==> src/design/foc_phase_voltage_modulator_assert.svh <==
// ----------------------------------------------------------------------------
// Assertion macros for the phase voltage modulator
// Shared concurrent checks, clocked on clk_i and disabled while rst_ni is low.
// ----------------------------------------------------------------------------
`ifndef FOC_PHASE_VOLTAGE_MODULATOR_ASSERT_SVH
`define FOC_PHASE_VOLTAGE_MODULATOR_ASSERT_SVH

// A condition that must hold at every clock edge out of reset.
`define FOC_PVM_ASSERT(label, cond, msg) \
  label: assert property (@(posedge clk_i) disable iff (!rst_ni) (cond)) \
    else $error(msg);

// A condition that implies another one in the same cycle.
`define FOC_PVM_ASSERT_IMP(label, ante, cons, msg) \
  label: assert property (@(posedge clk_i) disable iff (!rst_ni) (ante) |-> (cons)) \
    else $error(msg);

`endif

==> src/design/foc_pvm_park.sv <==
// ----------------------------------------------------------------------------
// Inverse Park transform
// Rotates the d and q commands into alpha and beta: products, sums, and a
// round-half-away-from-zero shift, one register stage each.
// ----------------------------------------------------------------------------
module foc_pvm_park (
  input  logic               clk_i,
  input  logic               rst_ni,
  input  logic               valid_i,
  input  logic signed [15:0] uq_i,
  input  logic signed [15:0] ud_i,
  input  logic signed [16:0] sin_i,
  input  logic signed [16:0] cos_i,
  output logic               valid_o,
  output logic signed [17:0] ualpha_o,
  output logic signed [17:0] ubeta_o
);

  logic               v1_q, v2_q, v3_q;
  logic signed [32:0] p_dc_q, p_qs_q, p_qc_q, p_ds_q;
  logic signed [33:0] alpha_sum_q, beta_sum_q;
  logic signed [33:0] alpha_bias, beta_bias;
  logic signed [17:0] ualpha_q, ubeta_q;

  // Valid bits travel with the data.
  always_ff @(posedge clk_i or negedge rst_ni) begin
    if (!rst_ni) begin
      v1_q <= 1'b0;
      v2_q <= 1'b0;
      v3_q <= 1'b0;
    end else begin
      v1_q <= valid_i;
      v2_q <= v1_q;
      v3_q <= v2_q;
    end
  end

  // Bias toward the half-away-from-zero point before the arithmetic shift.
  always_comb begin
    alpha_bias = alpha_sum_q[33] ? (alpha_sum_q + 34'sd16383) : (alpha_sum_q + 34'sd16384);
    beta_bias  = beta_sum_q[33] ? (beta_sum_q + 34'sd16383) : (beta_sum_q + 34'sd16384);
  end

  // Stage one: four products; stage two: sums; stage three: rounding.
  always_ff @(posedge clk_i) begin
    p_dc_q      <= ud_i * cos_i;
    p_qs_q      <= uq_i * sin_i;
    p_qc_q      <= uq_i * cos_i;
    p_ds_q      <= ud_i * sin_i;
    alpha_sum_q <= 34'(p_dc_q) - 34'(p_qs_q);
    beta_sum_q  <= 34'(p_qc_q) + 34'(p_ds_q);
    ualpha_q    <= 18'(alpha_bias >>> 15);
    ubeta_q     <= 18'(beta_bias >>> 15);
  end

  assign valid_o  = v3_q;
  assign ualpha_o = ualpha_q;
  assign ubeta_o  = ubeta_q;

endmodule

==> config.mk <==
export PLATFORM = sky130hd
export DESIGN_NAME = foc_pvm_park
export DESIGN_NICKNAME = d
export VERILOG_FILES = /design/src/design/foc_phase_voltage_modulator_assert.svh /design/src/design/foc_pvm_park.sv
export SDC_FILE = /design/constraint.sdc
export NUM_CORES = 2
export LEC_CHECK = 0
export BUFFER_PORTS_ARGS = -buffer_cell sky130_fd_sc_hd__buf_2
export CORE_UTILIZATION = 45
export DETAILED_ROUTE_END_ITERATION = 8
export GPL_TIMING_DRIVEN = 0
export PLACE_DENSITY = 0.62
export SLEW_MARGIN = 20
export SYNTH_ARGS = -nofsm -noshare
export SYNTH_HDL_FRONTEND = slang
export SYNTH_SLANG_ARGS = --single-unit
==> constraint.sdc <==
create_clock -name clk_i -period 8.26 [get_ports clk_i]
set_input_delay 1.239 -clock clk_i [delete_from_list [all_inputs] [get_ports clk_i]]
set_output_delay 1.239 -clock clk_i [all_outputs]
set_load 0.02 [all_outputs]
# Yosys cells after proc, flatten, opt, wreduce, memory -nomap -nowiden
# Cells that the tools add are included.
# word_totals
reg_bits	239
out_inout_bits	37
n_memories	0
in_bits	69
rom_bits	0
elab_cells	23
latch_bits	0
ram_bits	0
# classes
n_lt_le_gt_ge	0
n_mul	4
eq_ne	0
n_reduce_logical	0
n_mux	2
shifts	0
n_addsub	6
bitwise	0
div_mod_pow	0
# ops
cell	n
multiplier 16 x 17 -> 33 bit	4
adder 33 x 15 -> 33 bit (second input constant)	2
adder 33 x 16 -> 33 bit (second input constant)	2
two-way mux 33 bit	2
adder 33 x 33 -> 34 bit	1
subtractor 33 x 33 -> 34 bit	1

# Logic depth before layout (Yosys ltp)
# logic_depth
ltp_word	2
depth_mapped	24
depth_no_buf	23

# Worst setup path before layout
# OpenSTA, ideal clock, no wires.
# synth_path
path_type	input to register
from	input port ud_i[7]
to	register p_dc_q[32]
setup_time_ps	134
arrival_ps	6977
slack_ps	1149
cell_stages	24
cell_sequence	clkbuf_1 clkbuf_1 nand2_1 fa_1 inv_1 fa_1 inv_1 fa_1 inv_1 fa_1 fa_1 inv_1 fa_1 inv_1 ha_1 a211o_1 nor3_1 o21ai_0 o221ai_1 nand2_1 a21boi_1 o21ai_2 mux2i_1 or4b_1
# synth_between
elab_chain_cells	1
# synth_rtl
item	line_no	rtl
start, declared	foc_pvm_park.sv:11	input logic signed [15:0] ud_i,
multiplier 16 x 17 -> 33 bit	foc_pvm_park.sv:46	p_dc_q <= ud_i * cos_i;
end signal, assigned	foc_pvm_park.sv:46	
end, declared	foc_pvm_park.sv:20	logic signed [32:0] p_dc_q, p_qs_q, p_qc_q, p_ds_q;
# Every way passes these cells.

# Worst setup path after layout
# layout_path
from	input port uq_i[11]
to	register p_qs_q[32]
# layout_between
elab_chain_cells	1
# layout_rtl
item	line_no	rtl
start, declared	foc_pvm_park.sv:10	input logic signed [15:0] uq_i,
multiplier 16 x 17 -> 33 bit	foc_pvm_park.sv:47	p_qs_q <= uq_i * sin_i;
end signal, assigned	foc_pvm_park.sv:47	
end, declared	foc_pvm_park.sv:20	
# Every way passes these cells.

==> impl_results.rst <==
.. list-table::
   :header-rows: 1

   * - Metric
     - Value
   * - Hold Path Cell Cnt
     - 0
   * - Number of buffers added for setup after CTS
     - 0
   * - Max Cap Violations
     - 0
   * - Detailed-placement wirelength estimate
     - 136 mm
   * - Detailed-router iteration count before antenna repair
     - 5
   * - Die area
     - 113000 µm²
   * - IO Pins
     - 106
   * - Sinks on Clock Net
     - 239
   * - Net count reported at finish
     - a little over 7000
   * - Crit-path max FO
     - 10
   * - Most common cell in the synthesized netlist
     - inv_1
   * - Pin count of the biggest net entering global routing
     - 15
   * - Fin crit share
     - 0.990
   * - Headroom to the max-slew limit
     - 0.191
   * - Initial cell density of the core
     - 0.453
   * - Pins over their slew limit
     - 0
   * - Arrival time of data at the critical path endpoint
     - ~8.6 ns
   * - Most used standard cells in the synthesized netlist
     - inv_1, fa_1, nand2_1
   * - Library cell occupying the most area in the post-synthesis netlist
     - fa_1
   * - Classification of the worst setup path
     - input port to flip-flop
   * - Total of cells resized after clock tree synthesis
     - 0
   * - Die width
     - between 300 and 400 µm
   * - Status
     - completed
   * - Area of the mapped netlist
     - between 50000 and 60000 µm²
   * - H-tree levels
     - 1
   * - Area Growth Syn to Fin
     - 6.90%
   * - Initial antenna violation count
     - 31
   * - Hold WC Path Type
     - flip-flop to flip-flop
   * - Count of distinct cell types in the synthesized netlist
     - 74
   * - CTS tree
     - yes
   * - Antenna-violating nets left
     - 0
   * - Primary FF master, synth
     - dfxtp_1
   * - Post-route worst hold slack
     - 0.370 ns
   * - CTS root buffer
     - clkbuf_16
   * - Wire length of the first global-routing pass
     - 241 mm
   * - Synthesized Nets
     - between 7000 and 8000
   * - Post-Syn Area per Cell
     - a little over 9 µm²
   * - Detailed-route DRC error count
     - 0
   * - Proportion of netlist area held by the largest area contributor
     - 0.442
   * - Number of buffers created by CTS
     - 28
   * - Clk slew on worst S/H paths
     - 0.06 ns
   * - Setup violation total in the final timing report
     - 0
   * - Endpoint type of the worst setup path
     - flip-flop
   * - Reg-to-reg critical path startpoint
     - p_qc_q[0]
   * - Number of enable flip-flop cells after synthesis
     - 0
   * - Gate count after technology mapping
     - 5422
   * - Average wire per cell in the routed design
     - 22.8 µm
   * - Number of hold-repair buffers added at the cts stage
     - 0
   * - Actual slew at the worst max-slew pin
     - between 1 and 1.5 ns
   * - Final global-route overflow total
     - 0
   * - Die boundary height
     - 336 µm
   * - Worst r2r path cells
     - 11
   * - Number of DRC markers in iteration 0
     - 2878
   * - Placement row count
     - approximately 120
   * - Synth Register Bits
     - 239
   * - Worst-skew pair later-pin latency
     - 0.58 ns
   * - Start point of the worst hold path
     - v1_q
   * - Total track usage
     - 0.296
   * - Standard cell area after detailed placement
     - 52500 µm²
   * - Final critical path time including I/O delays and setup
     - 8.18 ns
   * - Worst setup slack for register-to-register paths
     - 5.00 ns
   * - Via count
     - 37200
   * - Placeable core region
     - about 110000 µm²
   * - Ys async rst share
     - 0.0126
   * - Final weighted congestion in routability-driven placement
     - between 0.9 and 1
   * - Mean number of vias per cell
     - 5.26
   * - Type of element launching the critical path
     - input port
   * - Longest Clk Path Bufs
     - 3
   * - Largest cells by area after synthesis
     - fa_1, ha_1, inv_1, dfxtp_1, and2_1
   * - Unrepaired setup endpoints after global routing
     - yes
   * - Port buffer count
     - 103
   * - Fraction of layout cells with a size suffix above 1
     - 0.0350
   * - Worst Clk Skew
     - 0.00885 ns
   * - Via count of the first global-routing pass
     - 38800
   * - Non-Filler Cell Area, Final
     - 53500 µm²
   * - End point of the most critical hold path
     - v2_q
   * - Required @ worst endpoint
     - 8.68 ns
   * - Reg2Reg Capture Point
     - beta_sum_q[30]
   * - Warning count from the yosys run
     - 0
   * - Sequential cell area fraction in the yosys report
     - 0.0958
   * - Achievable clock frequency
     - 122 MHz
   * - Total wire length after detailed routing
     - 161 mm
   * - Final hold violation count
     - 0
## cells in the final DEF (no fill, tap or decap), drive strengths merged, types with 35 or more instances in the layout
cell type,netlist,routed
a21o,67,67
nand3,42,42
xnor2,183,183
clkbuf,206,238
ha,404,404
nor3,35,35
o21ai,97,97
buf,0,106
nand2,600,600
nand2b,36,36
dfxtp,236,236
nor2,146,146
inv,1282,1283
xor2,50,50
a21oi,138,138
and2,517,517
fa,1106,1106
## cell type report
class	instances	area (µm²)
Antenna cell	16	40.0
Clock inverter	17	230
Clock buffer	35	778
Fill cell	10800	57000
Inverter	1284	4820
Multi-Input combinational cell	3693	39700
Tap cell	1488	1860
Timing Repair Buffer	104	527
Buffer	206	791
Sequential cell	239	4800
## kinds of logic after synthesis
group,Yosys count,synth area share
buf+inv,1490,0.112
flops,239,0.0958
xor+xnor,233,0.0407
compound gates,470,0.0619
simple gates,1478,0.147
mux,2,0.000400
fa+ha+maj,1510,0.543
## routing by layer
layer  GRT usage  vias to the layer above  routed length [µm]
met3      0.0482                      277               12900
li1            -                    16400                   -
met5           0                        -                  81
met4       0.115                       12                7340
met2       0.464                     1320               72500
met1       0.409                    19200               68400
## sequential cells by signal (all words and copies together) (netlist names)
| name | flops |
|---|---|
| alpha_sum_q | 34 |
| beta_sum_q | 34 |
| p_dc_q | 33 |
| p_ds_q | 33 |
| p_qc_q | 33 |
| p_qs_q | 33 |
| ualpha_o | 18 |
| ubeta_o | 18 |
| v1_q | 1 |
| v2_q | 1 |
| valid_o | 1 |
## worst max path at each step
stage                      end     start  cells past startpoint
floorplan           p_dc_q[32]   ud_i[7]                     24
global placement    p_qs_q[32]  uq_i[15]                     22
detailed placement  p_qs_q[32]   uq_i[7]                     24
CTS                 p_qs_q[32]   uq_i[7]                     24
global route        p_qs_q[32]  uq_i[11]                     22
finish              p_qs_q[32]  uq_i[11]                     22
## critical path, cell delays in order
cell	delay, ns
buf_2	0.46
buf_1	0.91
nand2_1	0.18
fa_1	0.56
inv_1	0.07
fa_1	0.49
fa_1	0.55
fa_1	0.45
fa_1	0.49
inv_1	0.05
fa_1	0.47
inv_1	0.04
ha_1	0.34
nand2_1	0.09
o21ai_0	0.12
o41ai_1	0.52
nand2_1	0.12
o21ai_0	0.39
o211ai_1	0.21
a31o_2	0.27
a21o_1	0.18
xnor2_1	0.36
## metrics by stage
stage	utilization	TNS (ns)	worst slack, ns	std cells
2_1_floorplan	-	0	1.15	5422
3_3_place_gp	0.475	-4.32	-0.582	7013
3_5_place_dp	0.475	-3.44	-0.474	7013
4_1_cts	0.484	0	0.0824	7065
5_1_grt	0.484	-0.0260	-0.0260	7068
6_report	0.485	0	0.0847	7082
Power is not shown: default switching activity piles up to over one toggle a cycle in this logic, so the estimate is an artifact.
