==> src/design/foc_phase_voltage_modulator_assert.svh <==
// ----------------------------------------------------------------------------
// Assertion macros for the phase voltage modulator
// Shared concurrent checks, clocked on clk_i and disabled while rst_ni is low.
// ----------------------------------------------------------------------------
`ifndef FOC_PHASE_VOLTAGE_MODULATOR_ASSERT_SVH
`define FOC_PHASE_VOLTAGE_MODULATOR_ASSERT_SVH

// A condition that must hold at every clock edge out of reset.
`define FOC_PVM_ASSERT(label, cond, msg) \
  label: assert property (@(posedge clk_i) disable iff (!rst_ni) (cond)) \
    else $error(msg);

// A condition that implies another one in the same cycle.
`define FOC_PVM_ASSERT_IMP(label, ante, cons, msg) \
  label: assert property (@(posedge clk_i) disable iff (!rst_ni) (ante) |-> (cons)) \
    else $error(msg);

`endif

==> src/design/foc_pvm_pkg.sv <==
// ----------------------------------------------------------------------------
// Phase voltage modulator package
// Register indexes, fixed-point constants, pipeline latencies and the
// sine table generator shared by the modulator modules.
// ----------------------------------------------------------------------------
package foc_pvm_pkg;

  // Configuration register indexes.
  typedef enum logic [1:0] {
    REG_POLE_COUNT  = 2'd0,
    REG_DIRECTION   = 2'd1,
    REG_ELEC_OFFSET = 2'd2
  } cfg_reg_e;

  localparam int unsigned CFG_INDEX_W = 2;
  localparam int unsigned CFG_DATA_W  = 16;
  localparam int unsigned PPC_W       = 7;
  localparam int unsigned OFFSET_W    = 16;

  // Fixed-point constants.
  localparam logic [63:0]        HALF_PI_Q30    = 64'd1686629713;
  localparam logic signed [17:0] SQRT3_HALF_Q16 = 18'sd56756;
  localparam logic signed [16:0] OUT_MAX        = 17'sh0FFFF;
  localparam logic signed [16:0] OUT_MIN        = 17'sh10000;

  // Stage counts of each pipeline section.
  localparam int unsigned ANGLE_LAT  = 2;
  localparam int unsigned SINCOS_LAT = 2;
  localparam int unsigned PARK_LAT   = 3;
  localparam int unsigned CLARKE_LAT = 3;
  localparam int unsigned TOTAL_LAT  = ANGLE_LAT + SINCOS_LAT + PARK_LAT + CLARKE_LAT;

  // Quarter-wave sine entry k for a table of 2^tb steps, Q15, built from a
  // Q30 Taylor series. Evaluated at elaboration only.
  function automatic logic [15:0] sine_entry(input int unsigned k, input int unsigned tb);
    logic [63:0]        x;
    logic [63:0]        term;
    logic [63:0]        prod;
    logic [63:0]        e;
    logic signed [63:0] sum;
    int                 n;
    x    = (HALF_PI_Q30 * 64'(k)) >> tb;
    term = x;
    sum  = signed'(x);
    for (n = 1; n <= 12; n++) begin
      term = (term * x) >> 30;
      prod = (term * x) >> 30;
      case (n)
        1:       term = prod / 64'd6;
        2:       term = prod / 64'd20;
        3:       term = prod / 64'd42;
        4:       term = prod / 64'd72;
        5:       term = prod / 64'd110;
        6:       term = prod / 64'd156;
        7:       term = prod / 64'd210;
        8:       term = prod / 64'd272;
        9:       term = prod / 64'd342;
        10:      term = prod / 64'd420;
        11:      term = prod / 64'd506;
        12:      term = prod / 64'd600;
        default: term = prod;
      endcase
      if (n % 2 == 1) begin
        sum = sum - signed'(term);
      end else begin
        sum = sum + signed'(term);
      end
    end
    if (sum < 0) begin
      sum = 0;
    end
    e = (unsigned'(sum) * 64'd32768 + (64'd1 << 29)) >> 30;
    if (e > 64'd32768) begin
      e = 64'd32768;
    end
    return e[15:0];
  endfunction

  // Clamp a rounded phase value to the 17-bit output range.
  function automatic logic signed [16:0] sat17(input logic signed [18:0] v);
    logic signed [16:0] r;
    if (v > 19'sd65535) begin
      r = OUT_MAX;
    end else if (v < -19'sd65536) begin
      r = OUT_MIN;
    end else begin
      r = v[16:0];
    end
    return r;
  endfunction

endpackage

==> src/design/foc_pvm_clarke.sv <==
// ----------------------------------------------------------------------------
// Inverse Clarke transform
// Splits alpha and beta into three saturated phase voltages: a constant
// multiply, the phase sums, then rounding and saturation.
// ----------------------------------------------------------------------------
`include "foc_phase_voltage_modulator_assert.svh"

module foc_pvm_clarke (
  input  logic               clk_i,
  input  logic               rst_ni,
  input  logic               valid_i,
  input  logic signed [17:0] ualpha_i,
  input  logic signed [17:0] ubeta_i,
  output logic               valid_o,
  output logic signed [16:0] phase_a_o,
  output logic signed [16:0] phase_b_o,
  output logic signed [16:0] phase_c_o
);

  logic               v1_q, v2_q, v3_q;
  logic signed [34:0] beta_scaled_q;
  logic signed [17:0] ua1_q, ua2_q;
  logic signed [34:0] alpha_half;
  logic signed [34:0] pb_sum_q, pc_sum_q;
  logic signed [34:0] pb_bias, pc_bias;
  logic signed [16:0] phase_a_q, phase_b_q, phase_c_q;

  always_ff @(posedge clk_i or negedge rst_ni) begin
    if (!rst_ni) begin
      v1_q <= 1'b0;
      v2_q <= 1'b0;
      v3_q <= 1'b0;
    end else begin
      v1_q <= valid_i;
      v2_q <= v1_q;
      v3_q <= v2_q;
    end
  end

  // Alpha times one half in the Q16 scale of the beta product.
  assign alpha_half = 35'(ua1_q) <<< 15;

  // Round half away from zero ahead of the 16-bit shift.
  always_comb begin
    pb_bias = pb_sum_q[34] ? (pb_sum_q + 35'sd32767) : (pb_sum_q + 35'sd32768);
    pc_bias = pc_sum_q[34] ? (pc_sum_q + 35'sd32767) : (pc_sum_q + 35'sd32768);
  end

  // Stage one: beta times sqrt(3)/2; stage two: phase sums; stage three: output.
  always_ff @(posedge clk_i) begin
    beta_scaled_q <= ubeta_i * foc_pvm_pkg::SQRT3_HALF_Q16;
    ua1_q         <= ualpha_i;
    pb_sum_q      <= beta_scaled_q - alpha_half;
    pc_sum_q      <= -alpha_half - beta_scaled_q;
    ua2_q         <= ua1_q;
    phase_a_q     <= foc_pvm_pkg::sat17(19'(ua2_q));
    phase_b_q     <= foc_pvm_pkg::sat17(19'(pb_bias >>> 16));
    phase_c_q     <= foc_pvm_pkg::sat17(19'(pc_bias >>> 16));
  end

  assign valid_o   = v3_q;
  assign phase_a_o = phase_a_q;
  assign phase_b_o = phase_b_q;
  assign phase_c_o = phase_c_q;

  // Unsaturated phases sum to zero within the rounding of two phases.
  `FOC_PVM_ASSERT_IMP(a_phase_sum, v3_q && phase_a_q != foc_pvm_pkg::OUT_MAX && phase_a_q != foc_pvm_pkg::OUT_MIN && phase_b_q != foc_pvm_pkg::OUT_MAX && phase_b_q != foc_pvm_pkg::OUT_MIN && phase_c_q != foc_pvm_pkg::OUT_MAX && phase_c_q != foc_pvm_pkg::OUT_MIN, (19'(phase_a_q) + 19'(phase_b_q) + 19'(phase_c_q)) <= 19'sd1 && (19'(phase_a_q) + 19'(phase_b_q) + 19'(phase_c_q)) >= -19'sd1, "phase voltages do not balance")

endmodule

==> config.mk <==
export PLATFORM = sky130hd
export DESIGN_NAME = foc_pvm_clarke
export DESIGN_NICKNAME = d
export VERILOG_FILES = /design/src/design/foc_pvm_pkg.sv /design/src/design/foc_pvm_clarke.sv
export VERILOG_INCLUDE_DIRS = /design/src /design/src/design
export SDC_FILE = /design/constraint.sdc
export NUM_CORES = 1
export LEC_CHECK = 0
export ABC_AREA = 1
export BUFFER_PORTS_ARGS = -buffer_cell sky130_fd_sc_hd__buf_4
export CORE_MARGIN = 2
export CORE_UTILIZATION = 25
export CTS_BUF_LIST = sky130_fd_sc_hd__clkbuf_4
export CTS_CLUSTER_DIAMETER = 80
export DETAILED_ROUTE_END_ITERATION = 10
export SYNTH_ARGS = -nofsm -noshare
export SYNTH_HDL_FRONTEND = slang
export SYNTH_SLANG_ARGS = --single-unit
==> constraint.sdc <==
create_clock -name clk_i -period 2.4 [get_ports clk_i]
set_clock_uncertainty 0.15 [all_clocks]
set_input_delay 0.12 -clock clk_i [delete_from_list [all_inputs] [get_ports clk_i]]
set_output_delay 0.12 -clock clk_i [all_outputs]
set_load 0.01 [all_outputs]
==> Yosys cells after proc, flatten, opt, wreduce, memory -nomap -nowiden <==
Index checks and enable logic that the tools add are counted.
W data, S select, Z words.
{ "classes": {"addsub": 7, "mul": 1, "n_lt_le_gt_ge": 6, "n_mux": 5} }
{ "op_table": {"columns": ["cell", "n"], "rows": [
  ["$add A35 B16 Y35 const B", 2],
  ["$add A35 B17 Y35 const B", 2],
  ["$mux W35", 2],
  ["$mux W17", 3],
  ["$gt A19 B17 Y1 const B", 2],
  ["$lt A19 B17 Y1 const B", 2],
  ["$neg A33 Y35", 1],
  ["$sub A35 B33 Y35", 1],
  ["$sub A35 B35 Y35", 1],
  ["$mul A18 B15 Y33 const B", 1],
  ["$gt A18 B17 Y1 const B", 1],
  ["$lt A18 B17 Y1 const B", 1]
]} }
{ "totals": {"ff_bits": 193, "in_bits": 39, "out_inout_bits": 52, "elab_cells": 30} }

==> Depth between registers and ports, before layout <==
{ "logic_depth": {"word_depth": 4, "mapped_depth": 21, "depth_no_buf": 21} }

==> Worst setup path after synthesis <==
OpenSTA, ideal clock, no wires.
{ "synth_path": {"path_kind": "input-to-reg", "from": "input port ubeta_i[5]", "to": "register beta_scaled_q[25]", "setup_ps": 123, "arrival_time_ps": 4255, "required_ps": 2127, "path_slack_ps": -2129, "path_stages": 19, "n_path_buf": 0, "path_cell_list": "ha_1 > inv_1 > fa_1 > fa_1 > fa_1 > inv_1 > fa_1 > inv_1 > fa_1 > inv_1 > ha_1 > a21o_1 > nor2_1 > nand2_1 > nand2_1 > nand2_1 > nand2_1 > o21bai_1 > xor2_1"} }
{ "synth_via": {"elab_chain_cells": 1} }
{ "synth_lines": {"columns": ["element", "line_no", "text"], "rows": [
  ["start, declared", "foc_pvm_clarke.sv:13", "input logic signed [17:0] ubeta_i,"],
  ["$mul A18 B15 Y33", "foc_pvm_clarke.sv:51", "beta_scaled_q <= ubeta_i * foc_pvm_pkg::SQRT3_HALF_Q16;"],
  ["end signal, assigned", "foc_pvm_clarke.sv:51", null],
  ["end, declared", "foc_pvm_clarke.sv:21", "logic signed [34:0] beta_scaled_q;"]
]} }
Every way passes these cells.
A chain may end at the register's enable or synchronous reset.

==> Final worst setup path <==
{ "layout_path": {"from": "input port ubeta_i[15]", "to": "register beta_scaled_q[32]"} }
The elaborated chain is that of the path after synthesis.

==> metrics.yaml <==
status: "complete, but fails checks"
violations: "negative setup slack"
reg2reg_to: "pc_sum_q[33]"
finalCriticalPeriod_ns: 4.08
stdcell_count: 3145
worstMarginPinSlew_ns: 0.556
totalNegativeSetupSlack_ns: -37.83
grt_use_total_pct: 13.2
cts_tree: "built"
worstSetupPathType: "input port to flip-flop"
drt_pass1_iterations: 6
cts_sinks: 188
period_share_pct: 170
required_ns: 2.81
synth_top_family_by_area: "adder cells"
synthXorXnorAreaFrac_pct: 6.30
nFillCells: 6205
max_slew_margin_pct: 62.8
slew_violations: 0
grt_pass1_wl_mm: 68.0
synth_cell_types: 40
synthesis.area_sq_um: 15400
drc: 0
placed_cells: 3036
htree_num_levels: 4
grt_start_max_net_pins: 19
place_congestion: 0.895
synth-seq-cells: 188
max_freq_mhz: 245
cp_max_fo: 4
routed-via-count: 13200
drive_above_1_share_pct: 31.1
finalSetupViolations: 28
numPortBuffers: 90
vias_per_cell: 4.20
synth.net_count: 2291
dieArea_sq_um: 63700
crit_arrival_ns: 4.50
die_x_um: 252
initial_core_util_pct: 25.1
synth_edf_count: 0
r2r_cells: 10
synthToLayoutAreaGrowth_pct: 42.9
ys.flop_type: "dfxtp_1"
placementRows: 91
dr.first_iter.drc_count: 502
synthArstFlopShare_pct: 1.60
maxCapViolCount: 0
yosysSeqAreaShare_pct: 24.5
synth_compound_area_share_pct: 7.76
drt-total-wl_mm: 42.0
antenna_found_initial: 1
muxShareOfSynthArea_pct: 0
fin_hold_ws_ns: 0.172
finalHoldViolCount: 0
clockRootBuffer: "clkbuf_4"
clk_latency_ns: 0.61
multi_input_area_sq_um: 12000
syn_inst: 1935
wl_per_cell_um: 13.3
numCtsBuffers: 17
timing.final.ws_setup_ns: -1.68
synth.avg_cell_area_sq_um: 7.97
ant_nets: 0
gr-total-overflow: 0
ios: 91
yosys.area_share.simple_pct: 18.9
worst_setup_path_end_kind: "flip-flop"
crit_end: "beta_scaled_q[32]"
final_nets: 2697
rsz0062_at_grt: "yes"
synth.yosys.warnings: 0
die_h_um: 252
cts_buffer_depth: 2
r2r_setup_slack_ns: -0.01
r2r_start: "beta_scaled_q[29]"
hp-class: "input port to flip-flop"
synth_fa_ha_area_share_pct: 32.1
ff_latch_area_sq_um: 3800
place_ws_ns: -2.51
grt_pass1_vias: 13700
crit_path_start_kind: "input port"
clk_pin_slew_ns: 0.18
design.core.area_sq_um: 61400
startpoint: "ubeta_i[15]"
hpwl_mm: 35.4
## placed cells by master (no fill, tap or decap), types with 49 or more instances in the layout
cell type	count
dfxtp_1	168
fa_1	121
inv_1	361
nor2_1	120
nand2_1	336
o21ai_0	49
ha_1	102
nand3_1	58
xor2_1	76
ha_4	79
a21oi_1	51
buf_4	301
## per-stage QoR
step,utilization [%],cell area [sq um]
after floorplan,-,16200
after global placement,31.8,19500
after detailed placement,31.8,19500
after CTS,34.6,21200
after global routing,35.9,22000
final,35.9,22000
## logic make-up (layout without fill, tap and decap cells)
family / count (synthesis) / after routing
xor+xnor: 111 / 111
compound gates: 212 / 212
fa+ha+maj: 317 / 317
simple gates: 687 / 687
flops: 188 / 188
other cells: 0 / 1
buf+inv: 420 / 839
## area by class of cell
| class | count | share of cell area [%] |
|---|---|---|
| antenna | 1 | 0.0114 |
| clock buffer | 17 | 0.579 |
| clock inverter | 15 | 0.693 |
| inverter | 411 | 7.13 |
| multi-input combinational | 1327 | 54.6 |
| sequential | 188 | 17.3 |
| tap | 790 | 4.49 |
| timing repair buffer | 396 | 15.2 |
## worst min-delay path by stage
stage | to | cells past startpoint | slack [ns] | startpoint
floorplan | v1_q | 0 | -0.33 | rst_ni
CTS | beta_scaled_q[6] | 6 | 0.11 | ubeta_i[2]
global route | beta_scaled_q[6] | 6 | 0.15 | ubeta_i[1]
global placement | valid_o | 1 | -0.24 | rst_ni
finish | beta_scaled_q[6] | 6 | 0.17 | ubeta_i[2]
detailed placement | valid_o | 1 | -0.24 | rst_ni
## worst max-delay path: stages
cell and delay, ns:
buf_12 0.11, ha_4 0.29, inv_4 0.05, fa_1 0.49
inv_2 0.05, fa_1 0.55, fa_2 0.46, fa_1 0.52
inv_2 0.04, fa_1 0.51, inv_2 0.05, ha_4 0.30
buf_6 0.11, nand4_1 0.19, nor2_2 0.22, buf_4 0.14
nand3_2 0.08, nand3_2 0.09, xor2_1 0.12
## state kept, by name, summed over array words and instances, names as in the netlist
register,cells
phase_a_o,17
v1_q,1
ua1_q,18
ua2_q,18
pc_sum_q,33
phase_b_o,17
pb_sum_q,32
beta_scaled_q,33
phase_c_o,17
valid_o,1
v2_q,1
## cell usage after synthesis (all sizes together), types with 10 or more instances
library cell,instances,area share (%)
fa,131,17
inv,411,10
nor2,164,4.1
a31oi,10,0.41
a21oi,84,2.7
nor3,22,0.78
xnor2,28,1.6
nand3,74,2.6
nand2,389,9.8
a21o,12,0.58
dfxtp,185,24
ha,186,15
o21bai,18,0.88
o21ai,71,2.4
nand4,24,0.97
xor2,83,4.7
## timing repair
action / in CTS / in global routing
resized for setup: 194 / 176
endpoints found under the hold margin: 27 / 0
buffers inserted: 21 / 17
hold buffers: 44 / 0
pin swaps: 131 / 94
setup endpoints to repair: 43 / 54
## per-layer routing
metal | part of all wire (%) | up-vias | track usage [%]
met5 | 0 | - | 0
met4 | 1.3 | 0 | 2.77
met3 | 2.4 | 35 | 1.33
met2 | 49 | 168 | 23.4
met1 | 48 | 6206 | 17.4
li1 | - | 6809 | -
Power is left out: the tool's default activity adds up to more than one toggle a clock period on the data nets, which glitch-free logic cannot reach.
